[src/rtl/core/tlmd_pkg.sv]
// Shared definitions for the type-length message deframer.
// Result kinds, header geometry and the length decode result type.
// No dependencies.
`timescale 1ns / 1ps

package tlmd_pkg;

  localparam int TYPE_BYTES            = 4;
  localparam int DEFAULT_LENGTH_DIGITS = 4;
  localparam int MSG_LEN_W             = 16;
  localparam int MSG_TYPE_W            = 8 * TYPE_BYTES;

  typedef enum logic [1:0] {
    KIND_PAYLOAD = 2'd0,
    KIND_EMPTY   = 2'd1,
    KIND_ERROR   = 2'd2
  } kind_t;

  typedef struct packed {
    logic                 ok;
    logic [MSG_LEN_W-1:0] value;
  } len_decode_t;

endpackage

[src/rtl/core/tlmd_if.sv]
// Valid/ready channels of the deframer: raw byte stream in, results out.
// Depends on tlmd_pkg.
`timescale 1ns / 1ps

interface tlmd_byte_if;
  logic       valid;
  logic       ready;
  logic [7:0] in_byte;

  modport source (output valid, output in_byte, input ready);
  modport sink   (input valid, input in_byte, output ready);
endinterface

interface tlmd_result_if;
  import tlmd_pkg::*;

  logic                  valid;
  logic                  ready;
  kind_t                 kind;
  logic [MSG_TYPE_W-1:0] msg_type;
  logic [MSG_LEN_W-1:0]  msg_length;
  logic [7:0]            payload_byte;
  logic                  last;

  modport source (output valid, output kind, output msg_type, output msg_length,
                  output payload_byte, output last, input ready);
  modport sink   (input valid, input kind, input msg_type, input msg_length,
                  input payload_byte, input last, output ready);
endinterface

[src/rtl/core/type_length_message_deframer_unit.sv]
// Top level of the type-length message deframer: header capture, payload
// framing and the result register. Depends on tlmd_pkg, tlmd_if and
// tlmd_len_decode.
`timescale 1ns / 1ps

// Channel   Role   Transaction
// --------  -----  ---------------------------------------------------------
// stream    sink   one raw byte of the incoming frame stream (in_byte)
// message   source one result: payload byte, empty message or length error
//
// One byte is taken per clock when the result register is free or being
// drained in the same cycle; a result is registered and shows in the cycle
// after its byte. The length text is decoded combinationally in the cycle
// its last character arrives. Reset (rst, synchronous) returns the block
// to expecting a header. A stall on message holds the result and holds
// stream off only while the result register stays full.

module type_length_message_deframer_unit #(
  parameter int LENGTH_DIGITS = tlmd_pkg::DEFAULT_LENGTH_DIGITS
) (
  input  logic          clk,
  input  logic          rst,
  tlmd_byte_if.sink     stream,
  tlmd_result_if.source message
);
  import tlmd_pkg::*;

  localparam int HW = $clog2(TYPE_BYTES + LENGTH_DIGITS);
  localparam logic [HW-1:0] HDR_TYPE_END = HW'(TYPE_BYTES);
  localparam logic [HW-1:0] HDR_LAST     = HW'(TYPE_BYTES + LENGTH_DIGITS - 1);

  // Frame state.
  logic                          in_payload;
  logic [HW-1:0]                 header_count;
  logic [MSG_TYPE_W-1:0]         type_word;
  logic [LENGTH_DIGITS-1:0][7:0] length_chars;
  logic [LENGTH_DIGITS-1:0][7:0] length_chars_next;
  logic [MSG_LEN_W-1:0]          frame_length;
  logic [MSG_LEN_W-1:0]          bytes_left;
  logic [MSG_LEN_W-1:0]          bytes_left_dec;

  // Result register.
  logic                  out_valid;
  kind_t                 out_kind;
  logic [MSG_TYPE_W-1:0] out_type;
  logic [MSG_LEN_W-1:0]  out_length;
  logic [7:0]            out_byte;
  logic                  out_last;

  len_decode_t decoded;
  logic        take;
  logic        header_done;
  logic        result_load;

  // Accept whenever the result register is empty or drains this cycle.
  assign stream.ready = !out_valid || message.ready;
  assign take         = stream.valid && stream.ready;
  assign header_done  = !in_payload && (header_count == HDR_LAST);
  assign bytes_left_dec = bytes_left - MSG_LEN_W'(1);

  // A payload byte, a bad length or an empty frame loads the result register.
  assign result_load = take &&
                       (in_payload ||
                        (header_done && (!decoded.ok || decoded.value == '0)));

  // Length text as it stands once the current byte is shifted in;
  // position 0 is the first length character received.
  always_comb begin
    for (int i = 0; i < LENGTH_DIGITS - 1; i++) begin
      length_chars_next[i] = length_chars[i+1];
    end
    length_chars_next[LENGTH_DIGITS-1] = stream.in_byte;
  end

  tlmd_len_decode #(
    .LENGTH_DIGITS(LENGTH_DIGITS)
  ) u_len_decode (
    .text   (length_chars_next),
    .result (decoded)
  );

  // Control state.
  always_ff @(posedge clk) begin
    if (rst) begin
      in_payload   <= 1'b0;
      header_count <= '0;
      out_valid    <= 1'b0;
    end else begin
      // Hold a new result; otherwise clear once the current one drains.
      if (result_load) begin
        out_valid <= 1'b1;
      end else if (message.ready) begin
        out_valid <= 1'b0;
      end
      if (take) begin
        if (in_payload) begin
          // Every payload byte yields a result; drop back to header at the end.
          if (bytes_left_dec == '0) in_payload <= 1'b0;
        end else if (header_done) begin
          header_count <= '0;
          if (decoded.ok && decoded.value != '0) in_payload <= 1'b1;
        end else begin
          header_count <= header_count + HW'(1);
        end
      end
    end
  end

  // Header fields, counters and result payload.
  always_ff @(posedge clk) begin
    if (take) begin
      if (in_payload) begin
        bytes_left <= bytes_left_dec;
        out_kind   <= KIND_PAYLOAD;
        out_type   <= type_word;
        out_length <= frame_length;
        out_byte   <= stream.in_byte;
        out_last   <= (bytes_left_dec == '0);
      end else begin
        if (header_count < HDR_TYPE_END) begin
          type_word <= {type_word[MSG_TYPE_W-9:0], stream.in_byte};
        end else begin
          length_chars <= length_chars_next;
        end
        if (header_done) begin
          out_type <= type_word;
          out_byte <= 8'd0;
          if (!decoded.ok) begin
            // Malformed length text: report and drop the header.
            frame_length <= '0;
            bytes_left   <= '0;
            out_kind     <= KIND_ERROR;
            out_length   <= '0;
            out_last     <= 1'b0;
          end else begin
            frame_length <= decoded.value;
            bytes_left   <= decoded.value;
            out_kind     <= KIND_EMPTY;
            out_length   <= '0;
            out_last     <= 1'b1;
          end
        end
      end
    end
  end

  assign message.valid        = out_valid;
  assign message.kind         = out_kind;
  assign message.msg_type     = out_type;
  assign message.msg_length   = out_length;
  assign message.payload_byte = out_byte;
  assign message.last         = out_last;

endmodule

[src/rtl/core/tlmd_len_decode.sv]
// Combinational decode of the ASCII hex length text of a frame header.
// Depends on tlmd_pkg.
`timescale 1ns / 1ps

module tlmd_len_decode #(
  parameter int LENGTH_DIGITS = tlmd_pkg::DEFAULT_LENGTH_DIGITS
) (
  input  logic [LENGTH_DIGITS-1:0][7:0] text,
  output tlmd_pkg::len_decode_t         result
);
  import tlmd_pkg::*;

  localparam int IW = $clog2(LENGTH_DIGITS + 1);
  localparam int DW = 4 * LENGTH_DIGITS;
  localparam int VW = (DW > MSG_LEN_W) ? DW : MSG_LEN_W;

  localparam logic [7:0] CH_SPACE = 8'h20;
  localparam logic [7:0] CH_TAB   = 8'h09;
  localparam logic [7:0] CH_PLUS  = 8'h2B;
  localparam logic [7:0] CH_MINUS = 8'h2D;
  localparam logic [7:0] CH_ZERO  = 8'h30;
  localparam logic [7:0] CH_X_LO  = 8'h78;
  localparam logic [7:0] CH_X_UP  = 8'h58;

  logic [LENGTH_DIGITS-1:0]      blank;
  logic [LENGTH_DIGITS-1:0]      is_hex;
  logic [LENGTH_DIGITS-1:0][3:0] digit;
  logic [IW-1:0]                 first;
  logic [IW-1:0]                 stop;
  logic [IW-1:0]                 start;
  logic [IW-1:0]                 shift;
  logic                          all_blank;
  logic                          has_sign;
  logic                          has_prefix;
  logic                          bad_char;
  logic [DW-1:0]                 digits;
  logic [VW-1:0]                 wide;

  always_comb begin
    for (int i = 0; i < LENGTH_DIGITS; i++) begin
      blank[i]  = (text[i] == CH_SPACE) || (text[i] == CH_TAB);
      is_hex[i] = 1'b1;
      digit[i]  = 4'd0;
      if (text[i] >= 8'h30 && text[i] <= 8'h39) begin
        digit[i] = text[i][3:0];
      end else if ((text[i] >= 8'h61 && text[i] <= 8'h66) ||
                   (text[i] >= 8'h41 && text[i] <= 8'h46)) begin
        digit[i] = text[i][3:0] + 4'd9;
      end else begin
        is_hex[i] = 1'b0;
      end
    end

    // Trim blanks on both sides: first nonblank, one past last nonblank.
    first = IW'(LENGTH_DIGITS);
    for (int i = LENGTH_DIGITS - 1; i >= 0; i--) begin
      if (!blank[i]) first = IW'(i);
    end
    stop = '0;
    for (int i = 0; i < LENGTH_DIGITS; i++) begin
      if (!blank[i]) stop = IW'(i + 1);
    end
    all_blank = &blank;

    has_sign = 1'b0;
    for (int i = 0; i < LENGTH_DIGITS; i++) begin
      if (IW'(i) == first && (text[i] == CH_PLUS || text[i] == CH_MINUS)) has_sign = 1'b1;
    end

    // Optional 0x / 0X prefix needs at least two characters of text.
    has_prefix = 1'b0;
    for (int i = 0; i < LENGTH_DIGITS - 1; i++) begin
      if (IW'(i) == first && text[i] == CH_ZERO &&
          (text[i+1] == CH_X_LO || text[i+1] == CH_X_UP) &&
          ((IW + 1)'(stop) >= (IW + 1)'(first) + (IW + 1)'(2))) begin
        has_prefix = 1'b1;
      end
    end
    start = has_prefix ? first + IW'(2) : first;

    // Every character left inside the trimmed text must be a hex digit.
    bad_char = 1'b0;
    digits   = '0;
    for (int i = 0; i < LENGTH_DIGITS; i++) begin
      if (IW'(i) >= start && IW'(i) < stop) begin
        if (!is_hex[i]) bad_char = 1'b1;
        digits[4*(LENGTH_DIGITS-1-i) +: 4] = digit[i];
      end
    end

    // Right-align the digits that end at stop.
    shift = IW'(LENGTH_DIGITS) - stop;
    wide  = VW'(digits) >> {shift, 2'b00};

    result.value = wide[MSG_LEN_W-1:0];
    result.ok    = !all_blank && !has_sign && (start != stop) && !bad_char &&
                   ((wide >> MSG_LEN_W) == '0);
  end

endmodule

[src/flat_wrapper.sv]
// flat-port wrapper written by rule: the top's interface ports become plain ports
module type_length_message_deframer_unit_flat import tlmd_pkg::*;
#(
  parameter int LENGTH_DIGITS = tlmd_pkg::DEFAULT_LENGTH_DIGITS
)
  (clk, rst, stream_valid, stream_in_byte, stream_ready, message_valid, message_kind, message_msg_type, message_msg_length, message_payload_byte, message_last, message_ready);
  tlmd_byte_if stream_i ();
  tlmd_result_if message_i ();
  input  logic clk;
  input  logic rst;
  input wire logic [$bits(stream_i.valid)-1:0] stream_valid;
  input wire logic [$bits(stream_i.in_byte)-1:0] stream_in_byte;
  output wire logic [$bits(stream_i.ready)-1:0] stream_ready;
  output wire logic [$bits(message_i.valid)-1:0] message_valid;
  output wire logic [$bits(message_i.kind)-1:0] message_kind;
  output wire logic [$bits(message_i.msg_type)-1:0] message_msg_type;
  output wire logic [$bits(message_i.msg_length)-1:0] message_msg_length;
  output wire logic [$bits(message_i.payload_byte)-1:0] message_payload_byte;
  output wire logic [$bits(message_i.last)-1:0] message_last;
  input wire logic [$bits(message_i.ready)-1:0] message_ready;
  assign stream_i.valid = stream_valid;
  assign stream_i.in_byte = stream_in_byte;
  assign stream_ready = stream_i.ready;
  assign message_valid = message_i.valid;
  assign message_kind = message_i.kind;
  assign message_msg_type = message_i.msg_type;
  assign message_msg_length = message_i.msg_length;
  assign message_payload_byte = message_i.payload_byte;
  assign message_last = message_i.last;
  assign message_i.ready = message_ready;
  type_length_message_deframer_unit #(.LENGTH_DIGITS(LENGTH_DIGITS)) u_core (.clk(clk), .rst(rst), .stream(stream_i), .message(message_i));
endmodule
[config.mk]
export PLATFORM = sky130hd
export DESIGN_NAME = type_length_message_deframer_unit_flat
export DESIGN_NICKNAME = d
export VERILOG_FILES = /design/src/rtl/core/tlmd_pkg.sv /design/src/rtl/core/tlmd_if.sv /design/src/rtl/core/type_length_message_deframer_unit.sv /design/src/rtl/core/tlmd_len_decode.sv /design/src/flat_wrapper.sv
export SDC_FILE = /design/constraint.sdc
export NUM_CORES = 1
export LEC_CHECK = 0
export BUFFER_PORTS_ARGS = -buffer_cell sky130_fd_sc_hd__buf_4
export CORE_MARGIN = 8
export CORE_UTILIZATION = 30
export CTS_CLUSTER_SIZE = 25
export DETAILED_ROUTE_END_ITERATION = 6
export PLACE_DENSITY = 0.43
export SETUP_SLACK_MARGIN = 0.2
export SLEW_MARGIN = 25
export SYNTH_ARGS = -nofsm -noshare
export SYNTH_HDL_FRONTEND = slang
export SYNTH_SLANG_ARGS = --single-unit
[constraint.sdc]
create_clock -name clk -period 5.25 [get_ports clk]
set_clock_uncertainty 0.1 [all_clocks]
set_input_delay 0.525 -clock clk [delete_from_list [all_inputs] [get_ports clk]]
set_output_delay 0.525 -clock clk [all_outputs]
set_load 0.005 [all_outputs]
==> results.md, run 1 <==
- The total non-filler cell area in the finished layout is 0.00921 sq mm.
- The initial core utilization is 30.4%.
- The average vias per placed instance is 5.10.
- The number of enable flip-flop cells after synthesis is 147.
- The worst slack after detailed placement is 392 ps.
- Walking the worst path, the cells encountered are inv_1, ha_1, and3b_1, o21ai_1, a21oi_2, nor2_2, inv_2, ha_1, nand2b_1, a211oi_2, or2_2, a211oi_1, a22oi_1, a2111oi_4, buf_4, nand2_2, nor2_1, mux2_2.
- The number of remaining DRC errors is 0.
- The worst flop-to-flop path endpoint is u_core.bytes_left[9]$_DFFE_PP_.
- The slew at the pin closest to its max-slew limit is 881 ps.
- The tightest slew margin relative to the limit is 41.3%.
- Summed over all layers, the global routing overflow is 0.
- The placed standard-cell area is 0.00858 sq mm.
- For this run, the detailed router's first-pass iteration total came to 5.
- The net switching power figure is roughly 0.00063 W.
- The number of max-capacitance violations reported is 0.
- The delay contributed by the slowest stage of the critical path is 460 ps.
- The clock network burns 46.6% of the power.
- The worst supply voltage drop on vdd is 0.148 mV.
- The filler cells instantiated in the layout total 2433.
- The portion of total power attributed to sequential cells is around half.
- In the final timing run, aggregate negative setup slack is 0 ps.
- The detail-routed net length per standard cell is roughly 19 um.
- Internal power comes to 0.00200 W.
- The cell area that synthesis handed to floorplanning was 0.00761 sq mm.
- The number of placement rows is 58.
- The full die area is approximately 0.031 sq mm.
- The number of warning messages in the yosys log is 0.
- After floorplanning, the core was sized to cover 0.0250 sq mm.
- The most used flip-flop cell after synthesis is sky130_fd_sc_hd__edfxtp_1.
- Setup repair after global routing left no endpoint under its margin.
- After detailed routing, the total wire length is 19600 um.
- The first routing iteration left 390 violations.
- The reg2reg setup slack is 520 ps.
- In this run the power density over the cells is approximately 290 mW/mm^2.
- The number of antenna repair diodes is 0.
- After synthesis, the netlist uses 81 different library cells.
- The fraction of power spent switching nets is 23.9%.
- The CTS H-tree depth is 4.
- Entering global routing, the biggest net connects 50 pins.
- The layout overhead on the synthesized area is 20.9%.
- The number of antenna violations at the first check in global routing is 0.
- The launching point of the worst reg2reg path is u_core.length_chars[24]$_DFFE_PP_.
- Including well taps, the total number of placed cells is 1000.
- The half-perimeter wire length of the detailed placement result is roughly 14000 um.
- STA classifies the critical path startpoint as a flip-flop.
- The type of the setup path with the least slack is flip-flop to flip-flop.
- The clock tree root driver cell is sky130_fd_sc_hd__clkbuf_16.
- The via count of the first global-routing pass is 5288.
- Summed over all cells, the static leakage comes to 3.42 nW.
- Based on the critical path, the design can be clocked at up to approximately 210 MHz.
- The total track usage is about an eighth.
- Clock latency on the worst-skew pair, taken at its later pin, is approximately 430 ps.
- After layout, the design draws a total of 0.00263 W.
- The worst hold path begins at rst.
- The type of element capturing the critical path is a flip-flop.
- The post-route netlist has 22.8% of its cells at a drive strength greater than 1.
- Data arrives at the worst endpoint at a little under 5000 ps.
- The longest clock path from root to sink contains 2 buffers.
- During I/O placement, the number of pins put on the boundary was 73.
- The number of instances in the synthesized netlist is 605.
- The count of input and output buffers is 72.
- The final route contains 5265 vias.
- The most numerous cell type found on the critical path is sky130_fd_sc_hd__ha_1.
- Clock-pin slew was measured on the worst setup and hold paths at 70 ps.
- The final critical-path setup slack is 520 ps.
- The net count of the finished layout is roughly 730.
- The largest individual stage delay along the critical path comes from the cell sky130_fd_sc_hd__edfxtp_1.
- The filler-free cell count of the finished design is 1033.
- The max-slew violation total from the final report is 0.
- The number of clock buffers inserted by TritonCTS is 17.
- After layout, the worst path uses 90.1% of the clock period.
- The post-synthesis average cell area is 12.6 sq um.
- The proportion of register bits with asynchronous set or reset after synthesis is 0%.
- The sum of buffers and inverters on the critical path is 3.
- TritonCTS built the clock tree.
- Counting every sink on the clock net gives 152.
- The post-detailed-route count of antenna-violating nets is 0.
- The maximum fanout count along the critical path is 14.
- The run finished with clean final reports.
- The die is 175 um tall.
- The final estimated routing congestion in global placement is 0.822.
- The worst reg-to-reg path cell count is 18.
- The part of the power in combinational logic is under 10%.
- The final-report setup violation count is 0.
- After layout, the minimum clock period comes to 4730 ps.
- The number of nets in the synthesized netlist is 641.
- The total of hold buffers inserted after clock tree synthesis is 0.
- Counting instances, the worst hold path has a depth of 2.
- The first-pass GRT wire length is roughly 31000 um.
- The type of the worst min-delay path is primary input to flip-flop.
- In this run the horizontal extent of the chip is around 180 um.
- On the critical path the largest part of the delay comes from compound AO/OA/AOI/OAI gates.
- The worst path required time is 5450 ps.
- After synthesis the netlist holds a flip-flop and latch count of 152.
- The sequential cell area fraction in the yosys report is 59.3%.
- For hold timing, the worst endpoint is u_core.header_count[1]$_SDFFE_PP0P_.
- The final hold violation count is 0.
==> power groups by stage <==
stage / Clock, W / Combinational [W] / Sequential, W
finish: 0.00123 / 0.0000573 / 0.00135
global route: 0.00130 / 0.0000633 / 0.00135
CTS: 0.00127 / 0.0000552 / 0.00135
detailed placement: 0 / 0.0000549 / 0.00137
global placement: 0 / 0.0000547 / 0.00137
floorplan: 0 / 0.0000292 / 0.00137
==> registers in the layout, summed over array words and instances (netlist names) <==
name	count
u_core.message.msg_type	32
u_core.type_word	32
u_core.length_chars	24
u_core.bytes_left	16
u_core.frame_length	16
u_core.message.msg_length	16
u_core.message.payload_byte	8
u_core.header_count	3
u_core.message.kind	2
u_core.in_payload	1
u_core.message.last	1
u_core.message.valid	1
==> layout by cell type, fill, tap and decap left out, types with 9 or more instances in the layout <==
cell type / count
sky130_fd_sc_hd__edfxtp_1: 147
sky130_fd_sc_hd__xnor2_1: 9
sky130_fd_sc_hd__ha_1: 24
sky130_fd_sc_hd__and2_1: 31
sky130_fd_sc_hd__nand2_1: 42
sky130_fd_sc_hd__mux2_2: 10
sky130_fd_sc_hd__clkbuf_16: 17
sky130_fd_sc_hd__nor3_1: 23
sky130_fd_sc_hd__inv_1: 17
sky130_fd_sc_hd__buf_4: 86
sky130_fd_sc_hd__a21oi_1: 26
sky130_fd_sc_hd__nor2_1: 45
sky130_fd_sc_hd__o21ai_0: 15
sky130_fd_sc_hd__nand3_1: 10
==> synth_stat cells (5+ instances only) <==
library cell | number | area share [%]
sky130_fd_sc_hd__dfxtp_1 | 5 | 1.3
sky130_fd_sc_hd__nor3_1 | 23 | 1.5
sky130_fd_sc_hd__clkbuf_1 | 12 | 0.59
sky130_fd_sc_hd__o22ai_1 | 5 | 0.41
sky130_fd_sc_hd__nor4bb_1 | 8 | 1.1
sky130_fd_sc_hd__inv_1 | 17 | 0.84
sky130_fd_sc_hd__nor2_1 | 47 | 2.3
sky130_fd_sc_hd__nor4_1 | 8 | 0.66
sky130_fd_sc_hd__ha_1 | 24 | 3.9
sky130_fd_sc_hd__o21ai_1 | 5 | 0.33
sky130_fd_sc_hd__o31ai_1 | 7 | 0.69
sky130_fd_sc_hd__a21o_1 | 7 | 0.69
sky130_fd_sc_hd__nand3b_1 | 6 | 0.59
sky130_fd_sc_hd__o21ai_0 | 15 | 0.99
sky130_fd_sc_hd__buf_2 | 5 | 0.33
sky130_fd_sc_hd__mux2_2 | 10 | 1.5
sky130_fd_sc_hd__nor3b_1 | 6 | 0.59
sky130_fd_sc_hd__xnor2_1 | 9 | 1.0
sky130_fd_sc_hd__and3b_1 | 6 | 0.69
sky130_fd_sc_hd__nand4b_1 | 6 | 0.69
sky130_fd_sc_hd__a21oi_1 | 26 | 1.7
sky130_fd_sc_hd__a31oi_1 | 5 | 0.41
sky130_fd_sc_hd__and2_1 | 31 | 2.5
sky130_fd_sc_hd__nand2b_1 | 5 | 0.41
sky130_fd_sc_hd__nand2_1 | 42 | 2.1
sky130_fd_sc_hd__nand3_1 | 10 | 0.66
sky130_fd_sc_hd__xor2_1 | 8 | 0.92
sky130_fd_sc_hd__edfxtp_1 | 147 | 58
==> final cells by class <==
class | instances | area [sq um] | share of cell area (%)
clock buffers | 17 | 425 | 4.62
well taps | 330 | 413 | 4.48
repair buffers | 87 | 673 | 7.31
clock inverters | 15 | 169 | 1.83
inverters | 19 | 71.3 | 0.775
multi-input cells | 413 | 2940 | 31.9
flip-flops and latches | 152 | 4510 | 49.0
==> worst register-to-register path: stages, from the launching register on <==
cell,delay [ps]
sky130_fd_sc_hd__edfxtp_1,460
sky130_fd_sc_hd__inv_1,120
sky130_fd_sc_hd__ha_1,240
sky130_fd_sc_hd__and3b_1,200
sky130_fd_sc_hd__o21ai_1,350
sky130_fd_sc_hd__a21oi_2,130
sky130_fd_sc_hd__nor2_2,140
sky130_fd_sc_hd__inv_2,100
sky130_fd_sc_hd__ha_1,350
sky130_fd_sc_hd__nand2b_1,150
sky130_fd_sc_hd__a211oi_2,100
sky130_fd_sc_hd__or2_2,380
sky130_fd_sc_hd__a211oi_1,330
sky130_fd_sc_hd__a22oi_1,210
sky130_fd_sc_hd__a2111oi_4,370
sky130_fd_sc_hd__buf_4,250
sky130_fd_sc_hd__nand2_2,130
sky130_fd_sc_hd__nor2_1,280
sky130_fd_sc_hd__mux2_2,210
==> layer usage <==
metal,GRT usage [%],part of all wire [%],vias up
met5,0,0,-
met4,4.52,1.9,0
met3,2.92,4.4,28
met2,20.5,47,143
met1,17.0,47,2592
li1,-,-,2502
==> logic make-up (layout without fill, tap and decap cells) <==
group | Yosys count | count (layout) | synth area share, %
adder cells (fa/ha/maj) | 24 | 24 | 3.94
buffers and inverters | 40 | 138 | 2.35
AO/OA/AOI/OAI | 116 | 116 | 11.0
flip-flops | 152 | 152 | 59.3
multiplexers | 15 | 15 | 2.15
XOR/XNOR | 17 | 17 | 1.96
AND/OR/NAND/NOR | 241 | 241 | 19.3
==> metrics by stage <==
| step | hold slack (ps) | utilization (%) |
|---|---|---|
| after detailed placement | 305 | 34.3 |
| after floorplan | 300 | - |
| final | 209 | 36.8 |
| after global placement | 302 | 34.3 |
| after global routing | 203 | 36.8 |
| after CTS | 193 | 36.6 |
==> how the worst max path moves through the flow <==
stage / cells after the start / to / startpoint / slack (ps)
3_5_place_dp: 18 / u_core.in_payload$_SDFFE_PP0P_ / stream_in_byte[1] / 390
6_report: 18 / u_core.bytes_left[9]$_DFFE_PP_ / u_core.length_chars[24]$_DFFE_PP_ / 520
5_1_grt: 18 / u_core.bytes_left[2]$_DFFE_PP_ / u_core.length_chars[24]$_DFFE_PP_ / 200
2_1_floorplan: 4 / u_core.bytes_left[0]$_DFFE_PP_ / u_core.header_count[0]$_SDFFE_PP0P_ / 740
4_1_cts: 17 / u_core.in_payload$_SDFFE_PP0P_ / u_core.length_chars[24]$_DFFE_PP_ / 470
3_3_place_gp: 19 / u_core.bytes_left[9]$_DFFE_PP_ / stream_in_byte[1] / 550
==> timing repair <==
item                                    in CTS  in global routing
buffers inserted                             0                  0
endpoints found under the setup margin       0                  5
gates resized for setup                      0                  1
(Power assumes the default switching activity.)
==> run 2, diff against run 1 <==
--- a/config.mk
+++ b/config.mk
@@ -5,6 +5,7 @@
 export SDC_FILE = /design/constraint.sdc
 export NUM_CORES = 1
 export LEC_CHECK = 0
+export ABC_AREA = 1
 export BUFFER_PORTS_ARGS = -buffer_cell sky130_fd_sc_hd__buf_4
 export CORE_MARGIN = 8
 export CORE_UTILIZATION = 30
==> run 2 against run 1 <==
Combinational power increased by 0.7%. Sequential share of layout area is 0.76 points higher. Non-clock buffer count shrank 9. Register-to-register slack improved by 640 ps. Synthesized area fell by 1.5%. Synthesized cell count up 19%. First-iteration DRC count shrank 31%. Hold slack got worse by 20 ps. Final cell count is 11% higher. Die area shrank 1.4%. Critical endpoint is now u_core.bytes_left[3]$_DFFE_PP_. Largest cell class unchanged. Highest routed layer unchanged.
==> results.md, run 2 <==
- The core region is ~0.025 sq mm.
- After clock tree synthesis, the clock-pin slew on the worst setup and hold paths is 70 ps.
- By count the netlist is led by sky130_fd_sc_hd__nand2_1, sky130_fd_sc_hd__edfxtp_1, sky130_fd_sc_hd__inv_1, sky130_fd_sc_hd__nor2_1, sky130_fd_sc_hd__nand3_1.
- In the final routed layout, each cell accounts on average for 14.6 um.
- The worst reg-to-reg path cell count is 20.
- The placed standard-cell area is 0.00844 sq mm.
- By area the synthesized netlist is led by sky130_fd_sc_hd__edfxtp_1, sky130_fd_sc_hd__nand2_1, sky130_fd_sc_hd__inv_1.
- No sink is reached through more buffers than the 2 on the longest clock path.
- Setup violations remaining at the end of the flow were counted as 0.
- The sequential cell area fraction in the yosys report is approximately three fifths.
- The clock sink count is approximately 150.
- The worst register-to-register path has a setup slack of 1160 ps.
- Setup total negative slack on the finished layout was measured at 0 ps.
- The number of nets in the final layout is 842.
- The first-pass GRT wire length is around 28000 um.
- The die extent in x is 174 um.
- The launching point of the worst reg2reg path is u_core.length_chars[16]$_DFFE_PP_.
- For this block, the via count after detailed routing is ~5000.
- The number of nets in the synthesized netlist is 755.
- The number of max-capacitance violations reported is 0.
- From synthesis to final layout, the design area changed by 21.0%.
- The number of antenna violations at the first check in global routing was 0.
- The slew at the pin closest to its max-slew limit is 689 ps.
- In this run the cell area of the synthesized design comes to approximately 0.0075 sq mm.
- During I/O placement, the number of pins put on the boundary was 73.
- The max-slew violation total from the final report is 0.
- After synthesis the netlist holds a flip-flop and latch count of 152.
- The delay contributed by the slowest stage of the critical path is 550 ps.
- Leaving out fill and tap cells, the most frequent cell in the layout is sky130_fd_sc_hd__nand2_1.
- The top cell types in the final layout, fill and taps aside, are sky130_fd_sc_hd__nand2_1, sky130_fd_sc_hd__edfxtp_1, sky130_fd_sc_hd__inv_1, sky130_fd_sc_hd__nor2_1, sky130_fd_sc_hd__buf_4.
- The CTS H-tree depth is 4.
- The type of the setup path with the least slack is flip-flop to flip-flop.
- In this run, CTS created clock tree buffers numbering 17.
- Static timing analysis puts the maximum clock frequency at between 200 and 250 MHz.
- The final hold violation count is 0.
- The average vias per placed instance is between 4 and 5.
- Summed over all nets, the half-perimeter wirelength after detailed placement is between 10000 and 15000 um.
- For this run, asynchronously set or reset flops after synthesis account for 0%.
- For hold timing, the worst endpoint is u_core.message.valid$_SDFFE_PP0P_.
- Wires add up to 16700 um.
- The most used flip-flop cell after synthesis is sky130_fd_sc_hd__edfxtp_1.
- The cell count after synthesis came out at 719.
- The number of warning messages in the yosys log is 0.
- The leakage power is 3.69 nW.
- The number of remaining DRC errors is 0.
- The final estimated routing congestion in global placement is 0.873.
- The number of different library cells in the post-synthesis netlist is 44.
- The number of antenna diodes in the final layout is 0.
- The count of nets left with antenna violations once routing finished came out at 0.
- The total non-filler cell area in the finished layout is around 0.0091 sq mm.
- The die span in y is around 170 um.
- In this run the biggest area consumer among cell types represents 58.9% of the synthesized area.
- The largest total area in the synthesized netlist belongs to sky130_fd_sc_hd__edfxtp_1.
- The endpoint arrival time on the critical path is 4270 ps.
- In this run, post-CTS hold repair placed 0 buffers.
- Entering global routing, the biggest net connects 53 pins.
- After clock tree synthesis, the setup repair step added 0 buffers.
- The type of element capturing the critical path is a flip-flop.
- The critical-path cell with the highest stage delay is sky130_fd_sc_hd__edfxtp_1.
- By instance count, the cell type seen most on the critical path is sky130_fd_sc_hd__inv_1.
- The worst setup path is launched from a flip-flop.
- Setup repair after global routing left no endpoint under its margin.
- The startpoint of the most critical hold path is rst.
- The total track usage is 11.5%.
- The global route total overflow is 0.
- Once the clock tree was built, the resizer swapped 0 gates to a different size.
- The count of input and output buffers is 72.
- sky130_fd_sc_hd__nand2_1 is the most common cell in the netlist.
- IR analysis of the VDD net gives a maximum drop of 0.199 mV.
- The critical path goes through inv_1, ha_1, nand3_1, nor2_1, nor2_4, o21ai_2, nand2_4, ha_1, inv_1, nand2_1, a21oi_1, o21bai_1, a21oi_1, nand3_1, o21ai_1, nor2_2, nand3_4, nor2_2, inv_1, o21ai_1.
- The number of design-rule violations left by the first detailed-router iteration is around 270.
- The worst-skew pair later-pin latency is 430 ps.
- The length of the first detailed-routing pass in iterations is 7.
- TritonCTS built the clock tree.
- Headroom to the max-slew limit came out at 54.0%.
- Yosys mapped a number of flops with a built-in enable equal to ~150.
- The instance count along the most critical hold path is 2.
- The clock tree root driver cell is sky130_fd_sc_hd__clkbuf_16.
- In this run the core area contains a little under 60 standard-cell rows.
- The average instance in the mapped netlist occupies between 10 and 15 sq um.
- The full die area is 0.0303 sq mm.
- The tightest hold margin is ~190 ps.
- The initial utilization of the core area, before any placement, comes to 30.1%.
- The post-route netlist has between 20% and 30% of its cells at a drive strength greater than 1.
- The flow ran to the end, and the final reports show no timing, DRC or antenna violations.
- The type of the worst min-delay path is primary input to flip-flop.
- The worst path required time is 5420 ps.
- The worst flop-to-flop path endpoint is u_core.bytes_left[3]$_DFFE_PP_.
- The shortest clock period the worst path allows after layout is 4090 ps.
- For this design the ratio of total power to cell area is 289 mW/mm^2.
- The via count of the first global-routing pass was 5227.
- Of all nets on the critical path, the largest fanout is 18.
- The part of the cycle the worst path needs is 78.0%.
## run 2: final cells by class
type	instances	area [sq um]
Fill cell	2460	15800
Sequential cell	152	4510
Multi-Input combinational cell	445	2520
Timing Repair Buffer	78	606
Clock buffer	17	425
Inverter	112	420
Tap cell	330	413
Clock inverter	15	170
## run 2: routing by layer
| metal | vias up | wire [um] | global-route usage [%] | part of all wire (%) |
|---|---|---|---|---|
| met1 | 2374 | 7740 | 14.2 | 46 |
| met4 | 0 | 207 | 3.63 | 1.2 |
| met5 | - | 0 | 0 | 0 |
| li1 | 2582 | - | - | - |
| met3 | 14 | 805 | 3.06 | 4.8 |
| met2 | 110 | 7990 | 19.3 | 48 |
## run 2: power by group
group	switching (W)	internal, W
registers	0.00000839	0.00134
clock network	0.000573	0.000645
logic	0.0000382	0.0000194
## run 2: worst max-delay path by stage
stage	to	slack (ps)	cells after the start	start
3_5_place_dp	u_core.bytes_left[3]$_DFFE_PP_	1070	21	stream_in_byte[0]
2_1_floorplan	u_core.bytes_left[0]$_DFFE_PP_	720	4	message_ready
5_1_grt	u_core.bytes_left[7]$_DFFE_PP_	700	21	u_core.length_chars[24]$_DFFE_PP_
4_1_cts	u_core.bytes_left[3]$_DFFE_PP_	1130	20	u_core.length_chars[16]$_DFFE_PP_
6_report	u_core.bytes_left[3]$_DFFE_PP_	1160	20	u_core.length_chars[16]$_DFFE_PP_
3_3_place_gp	u_core.bytes_left[3]$_DFFE_PP_	1230	21	stream_in_byte[0]
## run 2: cells by family (layout without fill, tap and decap cells)
logic type	Yosys count	count (layout)	share of synthesized area, %
AO/OA/AOI/OAI	59	59	5.04
adder cells (fa/ha/maj)	24	24	4.01
buffers and inverters	122	222	6.41
flip-flops	152	152	60.2
AND/OR/NAND/NOR	346	346	22.3
XOR/XNOR	16	16	1.97
## run 2: per-stage QoR
stage,util (%),std cells,setup WS [ps],power [W]
detailed placement,33.9,1116,1070,0.00143
global placement,33.9,1116,1230,0.00143
finish,36.4,1149,1160,0.00262
CTS,36.3,1148,1130,0.00266
global route,36.4,1149,696,0.00272
floorplan,-,719,720,0.00140
## run 2: critical path, delay by kind of cell, from the launching register on
family                   cells  cell delay, ps
AND/OR/NAND/NOR              9            1380
flip-flops                   1             550
AO/OA/AOI/OAI                6            1080
adder cells (fa/ha/maj)      2             540
buffers and inverters        3             280
